===== config.mk =====
export PLATFORM = sky130hd
export DESIGN_NAME = deadline_timer_queue
export DESIGN_NICKNAME = d
export VERILOG_FILES = /design/src/hw/rtl/dtq_pkg.sv /design/src/hw/rtl/deadline_timer_queue.sv /design/src/hw/rtl/dtq_ram.sv /design/src/hw/rtl/dtq_scan.sv
export SDC_FILE = /design/constraint.sdc
export NUM_CORES = 2
export LEC_CHECK = 0
export BUFFER_PORTS_ARGS = -buffer_cell sky130_fd_sc_hd__buf_2
export CAP_MARGIN = 40
export CORE_MARGIN = 3
export CORE_UTILIZATION = 35
export CTS_BUF_LIST = sky130_fd_sc_hd__clkbuf_8
export DETAILED_ROUTE_END_ITERATION = 10
export GPL_ROUTABILITY_DRIVEN = 0
export PLACE_DENSITY = 0.59
export SYNTH_ARGS = -nofsm -noshare
export SYNTH_HDL_FRONTEND = slang
export SYNTH_HIERARCHICAL = 1
export SYNTH_SLANG_ARGS = --single-unit
export TNS_END_PERCENT = 50

===== constraint.sdc =====
create_clock -name clk -period 21.9 [get_ports clk]
set_input_delay 3.285 -clock clk [delete_from_list [all_inputs] [get_ports clk]]
set_output_delay 3.285 -clock clk [all_outputs]
set_load 0.01 [all_outputs]

===== src/hw/rtl/dtq_pkg.sv =====
// ----------------------------------------------------------------------------
// Deadline timer queue package
// Sizes, codes and entry layout shared by the queue modules.
// ----------------------------------------------------------------------------
package dtq_pkg;

    localparam int QUEUE_DEPTH = 32;
    localparam int IDX_W       = $clog2(QUEUE_DEPTH);
    localparam int CNT_W       = $clog2(QUEUE_DEPTH + 1);
    localparam int MAX_FIRED   = 32;
    localparam int FCNT_W      = 6;
    localparam int DL_W        = 48;
    localparam int ID_W        = 32;
    localparam int TAG_W       = 32;

    typedef enum logic [1:0] {
        OP_ADD     = 2'd0,
        OP_CANCEL  = 2'd1,
        OP_PROCESS = 2'd2,
        OP_QUERY   = 2'd3
    } op_t;

    typedef enum logic [2:0] {
        KIND_ADD    = 3'd0,
        KIND_CANCEL = 3'd1,
        KIND_FIRED  = 3'd2,
        KIND_DONE   = 3'd3,
        KIND_NEXT   = 3'd4
    } kind_t;

    typedef enum logic [1:0] {
        ST_OK        = 2'd0,
        ST_NO_CB     = 2'd1,
        ST_FULL      = 2'd2,
        ST_NOT_FOUND = 2'd3
    } status_t;

    typedef enum logic [1:0] {
        S_IDLE,
        S_ADD,
        S_SCAN,
        S_DECIDE
    } state_t;

    // One queue slot as held in the entry RAM
    typedef struct packed {
        logic signed [DL_W-1:0] deadline;
        logic [ID_W-1:0]        id;
        logic [TAG_W-1:0]       tag;
        logic                   cancelled;
    } entry_t;

    localparam int ENTRY_W = $bits(entry_t);

    // Entry read back from the RAM, offered to the selector
    typedef struct packed {
        logic            vld;
        logic            hit;
        logic [IDX_W-1:0] idx;
        entry_t          entry;
    } sample_t;

    // Best candidate so far
    typedef struct packed {
        logic             found;
        logic [IDX_W-1:0] idx;
        entry_t           entry;
    } best_t;

endpackage


===== src/hw/rtl/deadline_timer_queue.sv =====
// Add: decided in S_ADD; cancel and query scan every slot in S_SCAN, then answer from S_DECIDE.
// Process: a full scan finds each entry to pop, and a final scan ends the run with the done result.
// Throughput: one item at a time; each head search walks the entry RAM one slot per cycle
// through its single read port.
// Reset: slot valid bits and the id counter clear at once; entry RAM contents are not
// cleared and need no clearing pass.
// ----------------------------------------------------------------------------
// Deadline timer queue
// Bounded timer queue in an entry RAM, ordered by deadline then id.
// ----------------------------------------------------------------------------
module deadline_timer_queue
    import dtq_pkg::*;
(
    input  logic                     clk,
    input  logic                     rst_n,
    input  logic                     in_valid,
    output logic                     in_stall,
    input  logic [1:0]               operation,
    input  logic signed [DL_W-1:0]   due_ms,
    input  logic                     has_callback,
    input  logic [TAG_W-1:0]         callback_tag,
    input  logic [ID_W-1:0]          target_id,
    input  logic signed [DL_W-1:0]   now_ms,
    output logic                     out_valid,
    input  logic                     out_stall,
    output logic [2:0]               kind,
    output logic [1:0]               status,
    output logic [ID_W-1:0]          result_id,
    output logic [TAG_W-1:0]         fired_tag,
    output logic signed [DL_W-1:0]   head_deadline,
    output logic                     queue_empty,
    output logic [FCNT_W-1:0]        fired_count,
    output logic                     last
);

    state_t state_reg, state_next;
    op_t    op_reg, op_next;
    logic signed [DL_W-1:0] arg_dl_reg, arg_dl_next;
    logic                   cb_reg, cb_next;
    logic [TAG_W-1:0]       tag_reg, tag_next;
    logic [ID_W-1:0]        tgt_reg, tgt_next;

    logic [QUEUE_DEPTH-1:0] valid_reg, valid_next;
    logic [ID_W-1:0]        idc_reg, idc_next;
    logic [CNT_W-1:0]       cnt_reg, cnt_next;
    logic                   rvld_reg, rvld_next;
    logic [IDX_W-1:0]       ridx_reg, ridx_next;
    logic [FCNT_W-1:0]      n_reg, n_next;

    logic                   out_valid_reg, out_valid_next;
    kind_t                  kind_reg, kind_next;
    status_t                status_reg, status_next;
    logic [ID_W-1:0]        tid_reg, tid_next;
    logic [TAG_W-1:0]       ftag_reg, ftag_next;
    logic signed [DL_W-1:0] hdl_reg, hdl_next;
    logic                   qe_reg, qe_next;
    logic [FCNT_W-1:0]      fcnt_reg, fcnt_next;
    logic                   last_reg, last_next;

    logic                   ram_we, ram_re;
    logic [IDX_W-1:0]       ram_waddr;
    entry_t                 ram_wdata, ram_rdata;
    logic                   scan_clear;
    sample_t                sample;
    best_t                  best;

    logic                   out_free;
    logic                   full;
    logic                   free_found;
    logic [IDX_W-1:0]       free_idx;

    // Entry storage
    dtq_ram #(
        .WIDTH (ENTRY_W),
        .DEPTH (QUEUE_DEPTH)
    ) u_ram (
        .clk   (clk),
        .we    (ram_we),
        .waddr (ram_waddr),
        .wdata (ram_wdata),
        .re    (ram_re),
        .raddr (cnt_reg[IDX_W-1:0]),
        .rdata (ram_rdata)
    );

    // Head / match selection over the read stream
    assign sample.vld   = rvld_reg;
    assign sample.idx   = ridx_reg;
    assign sample.entry = ram_rdata;
    assign sample.hit   = valid_reg[ridx_reg] &&
                          ((op_reg != OP_CANCEL) || (ram_rdata.id == tgt_reg));

    dtq_scan u_scan (
        .clk    (clk),
        .rst_n  (rst_n),
        .clear  (scan_clear),
        .sample (sample),
        .best   (best)
    );

    // Lowest free slot
    always_comb
    begin
        free_found = 1'b0;
        free_idx   = '0;
        for (int i = 0; i < QUEUE_DEPTH; i++)
        begin
            if (!valid_reg[i] && !free_found)
            begin
                free_found = 1'b1;
                free_idx   = IDX_W'(i);
            end
        end
    end

    assign full     = !free_found;
    assign out_free = !out_valid_reg || !out_stall;

    // Sequencer: next state, RAM accesses and result register
    always_comb
    begin
        state_next     = state_reg;
        op_next        = op_reg;
        arg_dl_next    = arg_dl_reg;
        cb_next        = cb_reg;
        tag_next       = tag_reg;
        tgt_next       = tgt_reg;
        valid_next     = valid_reg;
        idc_next       = idc_reg;
        cnt_next       = cnt_reg;
        rvld_next      = 1'b0;
        ridx_next      = ridx_reg;
        n_next         = n_reg;
        out_valid_next = out_valid_reg && out_stall;
        kind_next      = kind_reg;
        status_next    = status_reg;
        tid_next       = tid_reg;
        ftag_next      = ftag_reg;
        hdl_next       = hdl_reg;
        qe_next        = qe_reg;
        fcnt_next      = fcnt_reg;
        last_next      = last_reg;
        ram_we         = 1'b0;
        ram_re         = 1'b0;
        ram_waddr      = best.idx;
        ram_wdata      = best.entry;
        scan_clear     = 1'b0;

        unique case (state_reg)
            S_IDLE:
            begin
                if (in_valid)
                begin
                    op_next     = op_t'(operation);
                    arg_dl_next = (op_t'(operation) == OP_ADD) ? due_ms : now_ms;
                    cb_next     = has_callback;
                    tag_next    = callback_tag;
                    tgt_next    = target_id;
                    n_next      = '0;
                    cnt_next    = '0;
                    if (op_t'(operation) == OP_ADD)
                    begin
                        state_next = S_ADD;
                    end
                    else
                    begin
                        scan_clear = 1'b1;
                        state_next = S_SCAN;
                    end
                end
            end

            S_ADD:
            begin
                if (out_free)
                begin
                    out_valid_next = 1'b1;
                    kind_next      = KIND_ADD;
                    tid_next       = '0;
                    ftag_next      = '0;
                    hdl_next       = '0;
                    qe_next        = 1'b0;
                    fcnt_next      = '0;
                    last_next      = 1'b1;
                    if (!cb_reg)
                    begin
                        status_next = ST_NO_CB;
                    end
                    else if (full)
                    begin
                        status_next = ST_FULL;
                    end
                    else
                    begin
                        status_next              = ST_OK;
                        idc_next                 = idc_reg + 1'b1;
                        tid_next                 = idc_reg + 1'b1;
                        valid_next[free_idx]     = 1'b1;
                        ram_we                   = 1'b1;
                        ram_waddr                = free_idx;
                        ram_wdata.deadline       = arg_dl_reg;
                        ram_wdata.id             = idc_reg + 1'b1;
                        ram_wdata.tag            = tag_reg;
                        ram_wdata.cancelled      = 1'b0;
                    end
                    state_next = S_IDLE;
                end
            end

            S_SCAN:
            begin
                // One slot read per cycle; the selector sees it in the following cycle
                if (cnt_reg != CNT_W'(QUEUE_DEPTH))
                begin
                    ram_re    = 1'b1;
                    rvld_next = 1'b1;
                    ridx_next = cnt_reg[IDX_W-1:0];
                    cnt_next  = cnt_reg + 1'b1;
                end
                else if (!rvld_reg)
                begin
                    state_next = S_DECIDE;
                end
            end

            S_DECIDE:
            begin
                if (out_free)
                begin
                    tid_next  = '0;
                    ftag_next = '0;
                    hdl_next  = '0;
                    qe_next   = 1'b0;
                    fcnt_next = '0;
                    status_next = ST_OK;
                    last_next = 1'b1;
                    case (op_reg)
                        OP_CANCEL:
                        begin
                            out_valid_next = 1'b1;
                            kind_next      = KIND_CANCEL;
                            if (best.found)
                            begin
                                ram_we              = 1'b1;
                                ram_wdata.cancelled = 1'b1;
                            end
                            else
                            begin
                                status_next = ST_NOT_FOUND;
                            end
                            state_next = S_IDLE;
                        end

                        OP_PROCESS:
                        begin
                            if (best.found &&
                                ($signed(best.entry.deadline) <= $signed(arg_dl_reg)) &&
                                (n_reg != FCNT_W'(MAX_FIRED)))
                            begin
                                // Pop the head, report it unless cancelled, scan again
                                valid_next[best.idx] = 1'b0;
                                if (!best.entry.cancelled)
                                begin
                                    out_valid_next = 1'b1;
                                    kind_next      = KIND_FIRED;
                                    tid_next       = best.entry.id;
                                    ftag_next      = best.entry.tag;
                                    hdl_next       = best.entry.deadline;
                                    last_next      = 1'b0;
                                    n_next         = n_reg + 1'b1;
                                end
                                cnt_next   = '0;
                                scan_clear = 1'b1;
                                state_next = S_SCAN;
                            end
                            else
                            begin
                                out_valid_next = 1'b1;
                                kind_next      = KIND_DONE;
                                fcnt_next      = n_reg;
                                state_next     = S_IDLE;
                            end
                        end

                        default:
                        begin
                            out_valid_next = 1'b1;
                            kind_next      = KIND_NEXT;
                            if (best.found)
                            begin
                                hdl_next = best.entry.deadline;
                            end
                            else
                            begin
                                qe_next = 1'b1;
                            end
                            state_next = S_IDLE;
                        end
                    endcase
                end
            end

            default:
            begin
                state_next = S_IDLE;
            end
        endcase
    end

    // Control registers
    always_ff @(posedge clk or negedge rst_n)
    begin
        if (!rst_n)
        begin
            state_reg     <= S_IDLE;
            valid_reg     <= '0;
            idc_reg       <= '0;
            cnt_reg       <= '0;
            rvld_reg      <= 1'b0;
            n_reg         <= '0;
            out_valid_reg <= 1'b0;
        end
        else
        begin
            state_reg     <= state_next;
            valid_reg     <= valid_next;
            idc_reg       <= idc_next;
            cnt_reg       <= cnt_next;
            rvld_reg      <= rvld_next;
            n_reg         <= n_next;
            out_valid_reg <= out_valid_next;
        end
    end

    // Payload registers
    always_ff @(posedge clk)
    begin
        op_reg     <= op_next;
        arg_dl_reg <= arg_dl_next;
        cb_reg     <= cb_next;
        tag_reg    <= tag_next;
        tgt_reg    <= tgt_next;
        ridx_reg   <= ridx_next;
        kind_reg   <= kind_next;
        status_reg <= status_next;
        tid_reg    <= tid_next;
        ftag_reg   <= ftag_next;
        hdl_reg    <= hdl_next;
        qe_reg     <= qe_next;
        fcnt_reg   <= fcnt_next;
        last_reg   <= last_next;
    end

    assign in_stall      = (state_reg != S_IDLE);
    assign out_valid     = out_valid_reg;
    assign kind          = kind_reg;
    assign status        = status_reg;
    assign result_id     = tid_reg;
    assign fired_tag     = ftag_reg;
    assign head_deadline = hdl_reg;
    assign queue_empty   = qe_reg;
    assign fired_count   = fcnt_reg;
    assign last          = last_reg;

endmodule


===== src/hw/rtl/dtq_ram.sv =====
// ----------------------------------------------------------------------------
// Generic single-port-write, single-port-read RAM
// Registered read data.
// ----------------------------------------------------------------------------
module dtq_ram #(
    parameter int WIDTH = 8,
    parameter int DEPTH = 32
) (
    input  logic                     clk,
    input  logic                     we,
    input  logic [$clog2(DEPTH)-1:0] waddr,
    input  logic [WIDTH-1:0]         wdata,
    input  logic                     re,
    input  logic [$clog2(DEPTH)-1:0] raddr,
    output logic [WIDTH-1:0]         rdata
);

    logic [WIDTH-1:0] mem_reg [DEPTH];
    logic [WIDTH-1:0] rdata_reg;

    always_ff @(posedge clk)
    begin
        if (we)
        begin
            mem_reg[waddr] <= wdata;
        end
        if (re)
        begin
            rdata_reg <= mem_reg[raddr];
        end
    end

    assign rdata = rdata_reg;

endmodule


===== src/hw/rtl/dtq_scan.sv =====
// ----------------------------------------------------------------------------
// Deadline timer queue: ordering selector
// Keeps the earliest entry (deadline, then id) of a stream of RAM reads.
// ----------------------------------------------------------------------------
module dtq_scan
    import dtq_pkg::*;
(
    input  logic    clk,
    input  logic    rst_n,
    input  logic    clear,
    input  sample_t sample,
    output best_t   best
);

    logic             found_reg;
    logic [IDX_W-1:0] idx_reg;
    entry_t           entry_reg;
    best_t            best_next;
    logic             earlier;

    assign best = {found_reg, idx_reg, entry_reg};

    // Strict ordering; a full tie keeps the lower slot seen first
    always_comb
    begin
        if (sample.entry.deadline != best.entry.deadline)
        begin
            earlier = ($signed(sample.entry.deadline) < $signed(best.entry.deadline));
        end
        else
        begin
            earlier = (sample.entry.id < best.entry.id);
        end
    end

    always_comb
    begin
        best_next = best;
        if (clear)
        begin
            best_next.found = 1'b0;
        end
        else if (sample.vld && sample.hit && (!best.found || earlier))
        begin
            best_next.found = 1'b1;
            best_next.idx   = sample.idx;
            best_next.entry = sample.entry;
        end
    end

    always_ff @(posedge clk or negedge rst_n)
    begin
        if (!rst_n)
        begin
            found_reg <= 1'b0;
        end
        else
        begin
            found_reg <= best_next.found;
        end
    end

    always_ff @(posedge clk)
    begin
        idx_reg   <= best_next.idx;
        entry_reg <= best_next.entry;
    end

endmodule


==> results_dict.tcl <==
set metrics [dict create \
    grt_max_degree 123 \
    skew_ps 97.8 \
    crit_path_max_fanout 36 \
    fin_crit_ps 7720 \
    syn_area_mm2 0.163 \
    layout_common_cells "4092 x edfxtp_1, 910 x mux2i_1, 681 x clkbuf_8" \
    finalSetupTns_ps 0 \
    clk_pin_slew_ps 60 \
    hold_start "u_ram/rdata[12]$_DFFE_PP_" \
    rsz0062_at_grt "false" \
    dieWidth_um 688 \
    drc 0 \
    cts_hold_buf 0 \
    synth_edf_count 4092 \
    cts_buffers 658 \
    r2r_setup_slack_ps 15130 \
    cp-start-kind "input port" \
    core_area_mm2 0.462 \
    cts_sinks 4173 \
    drive_above_1_share 0.216 \
    largest_reg_flops 3616 \
    syn_area_per_cell_um2 19.1 \
    initial_core_util 0.353 \
    clockBufferDepth 4 \
    die_h_um 688 \
    dieArea_mm2 0.474 \
    cts_resized 0 \
    endpoint_kind "flop" \
    grt_pass1_wl_mm 679 \
    seq_area_frac_synth 0.766 \
    crit_path_end "u_ram/mem_reg[7][27]$_DFFE_PP_" \
    worstMarginPinSlew_ps 1210 \
    status "finished, final reports clean" \
    vias 89100 \
    worstRegToRegCells 12 \
    hold_viol 0 \
    period_share 0.352 \
    postCtsSetupRepairBufs 0 \
    finalWirelength_mm 488 \
    maxSlewHeadroom 0.196 \
    async_flop_share 0.0194 \
    first_pass_iters 6 \
    fin_util 0.406 \
    reg2reg_from "valid_reg[8]$_DFFE_PN0P_" \
    grt_util_all_layers 0.200 \
    dp.cells 14900 \
    hpwl_mm 284 \
    cts_root_buf "clkbuf_8" \
    leakage_uw 0.0598 \
    power.density_mw_per_mm2 108 \
    ant_nets 0 \
    fp-row-count 249 \
    fin_cells 16100 \
    port-buffer-count 293 \
    grt_pass1_vias 88600 \
    p_total_uw 20200 \
    htreeDepth 6 \
    peakVddDrop_mv 0.0741 \
    clock_latency_ps 1260 \
    synth_cells 8524 \
    yosys_warnings 6 \
    vias_per_cell 5.54 \
    hold_path_class "reg -> reg" \
    num-fill-cells 41000 \
    cp-startpoint "out_stall" \
    cap_violations 0 \
    drt_iter0_drc 11500 \
    grt_overflow_total 0 \
    antenna_found_initial 43 \
    synth.ff_latch_count 4173 \
    synth_nets 8829 \
    ys.flop_type "edfxtp_1" \
    max_freq_mhz 130 \
    path_class "in -> reg" \
    ios 294 \
    syn_to_final_growth_pct 15.0 \
    arrival_ps 8540 \
    setup_violations 0 \
    detail_route.wl_per_cell_um 30.3 \
    cp.required_ps 22720 \
    yosysUniqueCellTypes 87 \
    drv_slew 0 \
    final_common_cell "edfxtp_1" \
    nets 9709 \
    worst_r2r_endpoint "u_ram/mem_reg[7][27]$_DFFE_PP_" \
    tritoncts "yes" \
]
==> worst min-delay path by stage <==
| stage | cells after the start | endpoint | slack (ps) |
|---|---|---|---|
| 2_1_floorplan | 0 | u_scan/best[0]$_DFFE_PP_ | 400 |
| 3_3_place_gp | 0 | u_scan/best[29]$_DFFE_PP_ | 410 |
| 5_1_grt | 0 | u_scan/best[12]$_DFFE_PP_ | 420 |
| 3_5_place_dp | 0 | u_scan/best[1]$_DFFE_PP_ | 410 |
| 6_report | 0 | u_scan/best[12]$_DFFE_PP_ | 400 |
| 4_1_cts | 0 | u_scan/best[12]$_DFFE_PP_ | 400 |
==> cell usage after synthesis, drive strengths merged (5+ instances only) <==
cell type,instances,area (µm²)
edfxtp,4092,123000
mux2i,910,9110
a22oi,599,4500
mux4,462,10400
nand2,326,1230
nand3,267,1340
buf,245,1440
clkbuf,197,742
inv,157,589
ha,138,1730
o21ai,135,676
nor2,113,429
nand4,111,694
and2,94,588
a21oi,86,449
dfrtp,81,2030
a31oi,70,438
xnor2,69,604
a22o,68,597
mux2,49,552
nor3,30,165
and3,25,158
nor2b,24,150
o2bb2ai,18,158
xor2,18,158
a21o,16,121
nor4,14,103
and4,8,70.1
nand2b,7,43.8
o21a,7,52.6
a211oi,5,37.5
a32oi,5,43.8
nand3b,5,37.5
nor3b,5,37.5
o211ai,5,37.5
o31ai,5,42.5
or3b,5,43.8
==> cell type report <==
class                      count  area, µm²  area share
sequential                  4173     125000       0.667
antenna                       16       40.0    0.000214
inverter                     157        597     0.00319
tap                         6149       7690      0.0411
multi-input combinational   3752      36100       0.192
timing repair buffer         662       5920      0.0316
clock buffer                 681       9370      0.0500
clock inverter               491       2750      0.0147
==> metal layers <==
layer	routed length (µm)	track usage	share of wire
met3	50100	0.0459	0.10
met4	11800	0.0492	0.024
met2	227000	0.319	0.47
met5	57	0	0.00012
met1	198000	0.279	0.41
==> cells by family after synthesis <==
logic type / after synthesis / synth area share
xor+xnor: 87 / 0.00468
flops: 4173 / 0.766
compound gates: 1058 / 0.0462
mux: 1421 / 0.123
fa+ha+maj: 138 / 0.0106
simple gates: 1048 / 0.0320
buf+inv: 599 / 0.0170
==> metrics by stage <==
| stage | worst slack [ps] | hold slack (ps) | instance area, µm² |
|---|---|---|---|
| after floorplan | 11530 | 400 | 163000 |
| after global placement | 12900 | 405 | 173000 |
| after detailed placement | 13030 | 405 | 175000 |
| after CTS | 14340 | 398 | 187000 |
| after global routing | 14150 | 420 | 187000 |
| final | 14180 | 403 | 187000 |
==> where the power goes <==
part	internal (µW)	total [µW]	switching, µW
Clock	3120	6220	3090
Sequential	9800	10100	345
Combinational	1320	3870	2550
==> critical path, stage by stage <==
cell     delay (ps)
buf_2           120
nand2_1         320
nand2_1         230
nor2_4          120
buf_4           510
a31oi_1         380
or3b_2          690
nor2_4          560
buf_4           670
buf_4           810
buf_4           700
Note: power is estimated with default switching activity, not from simulation.
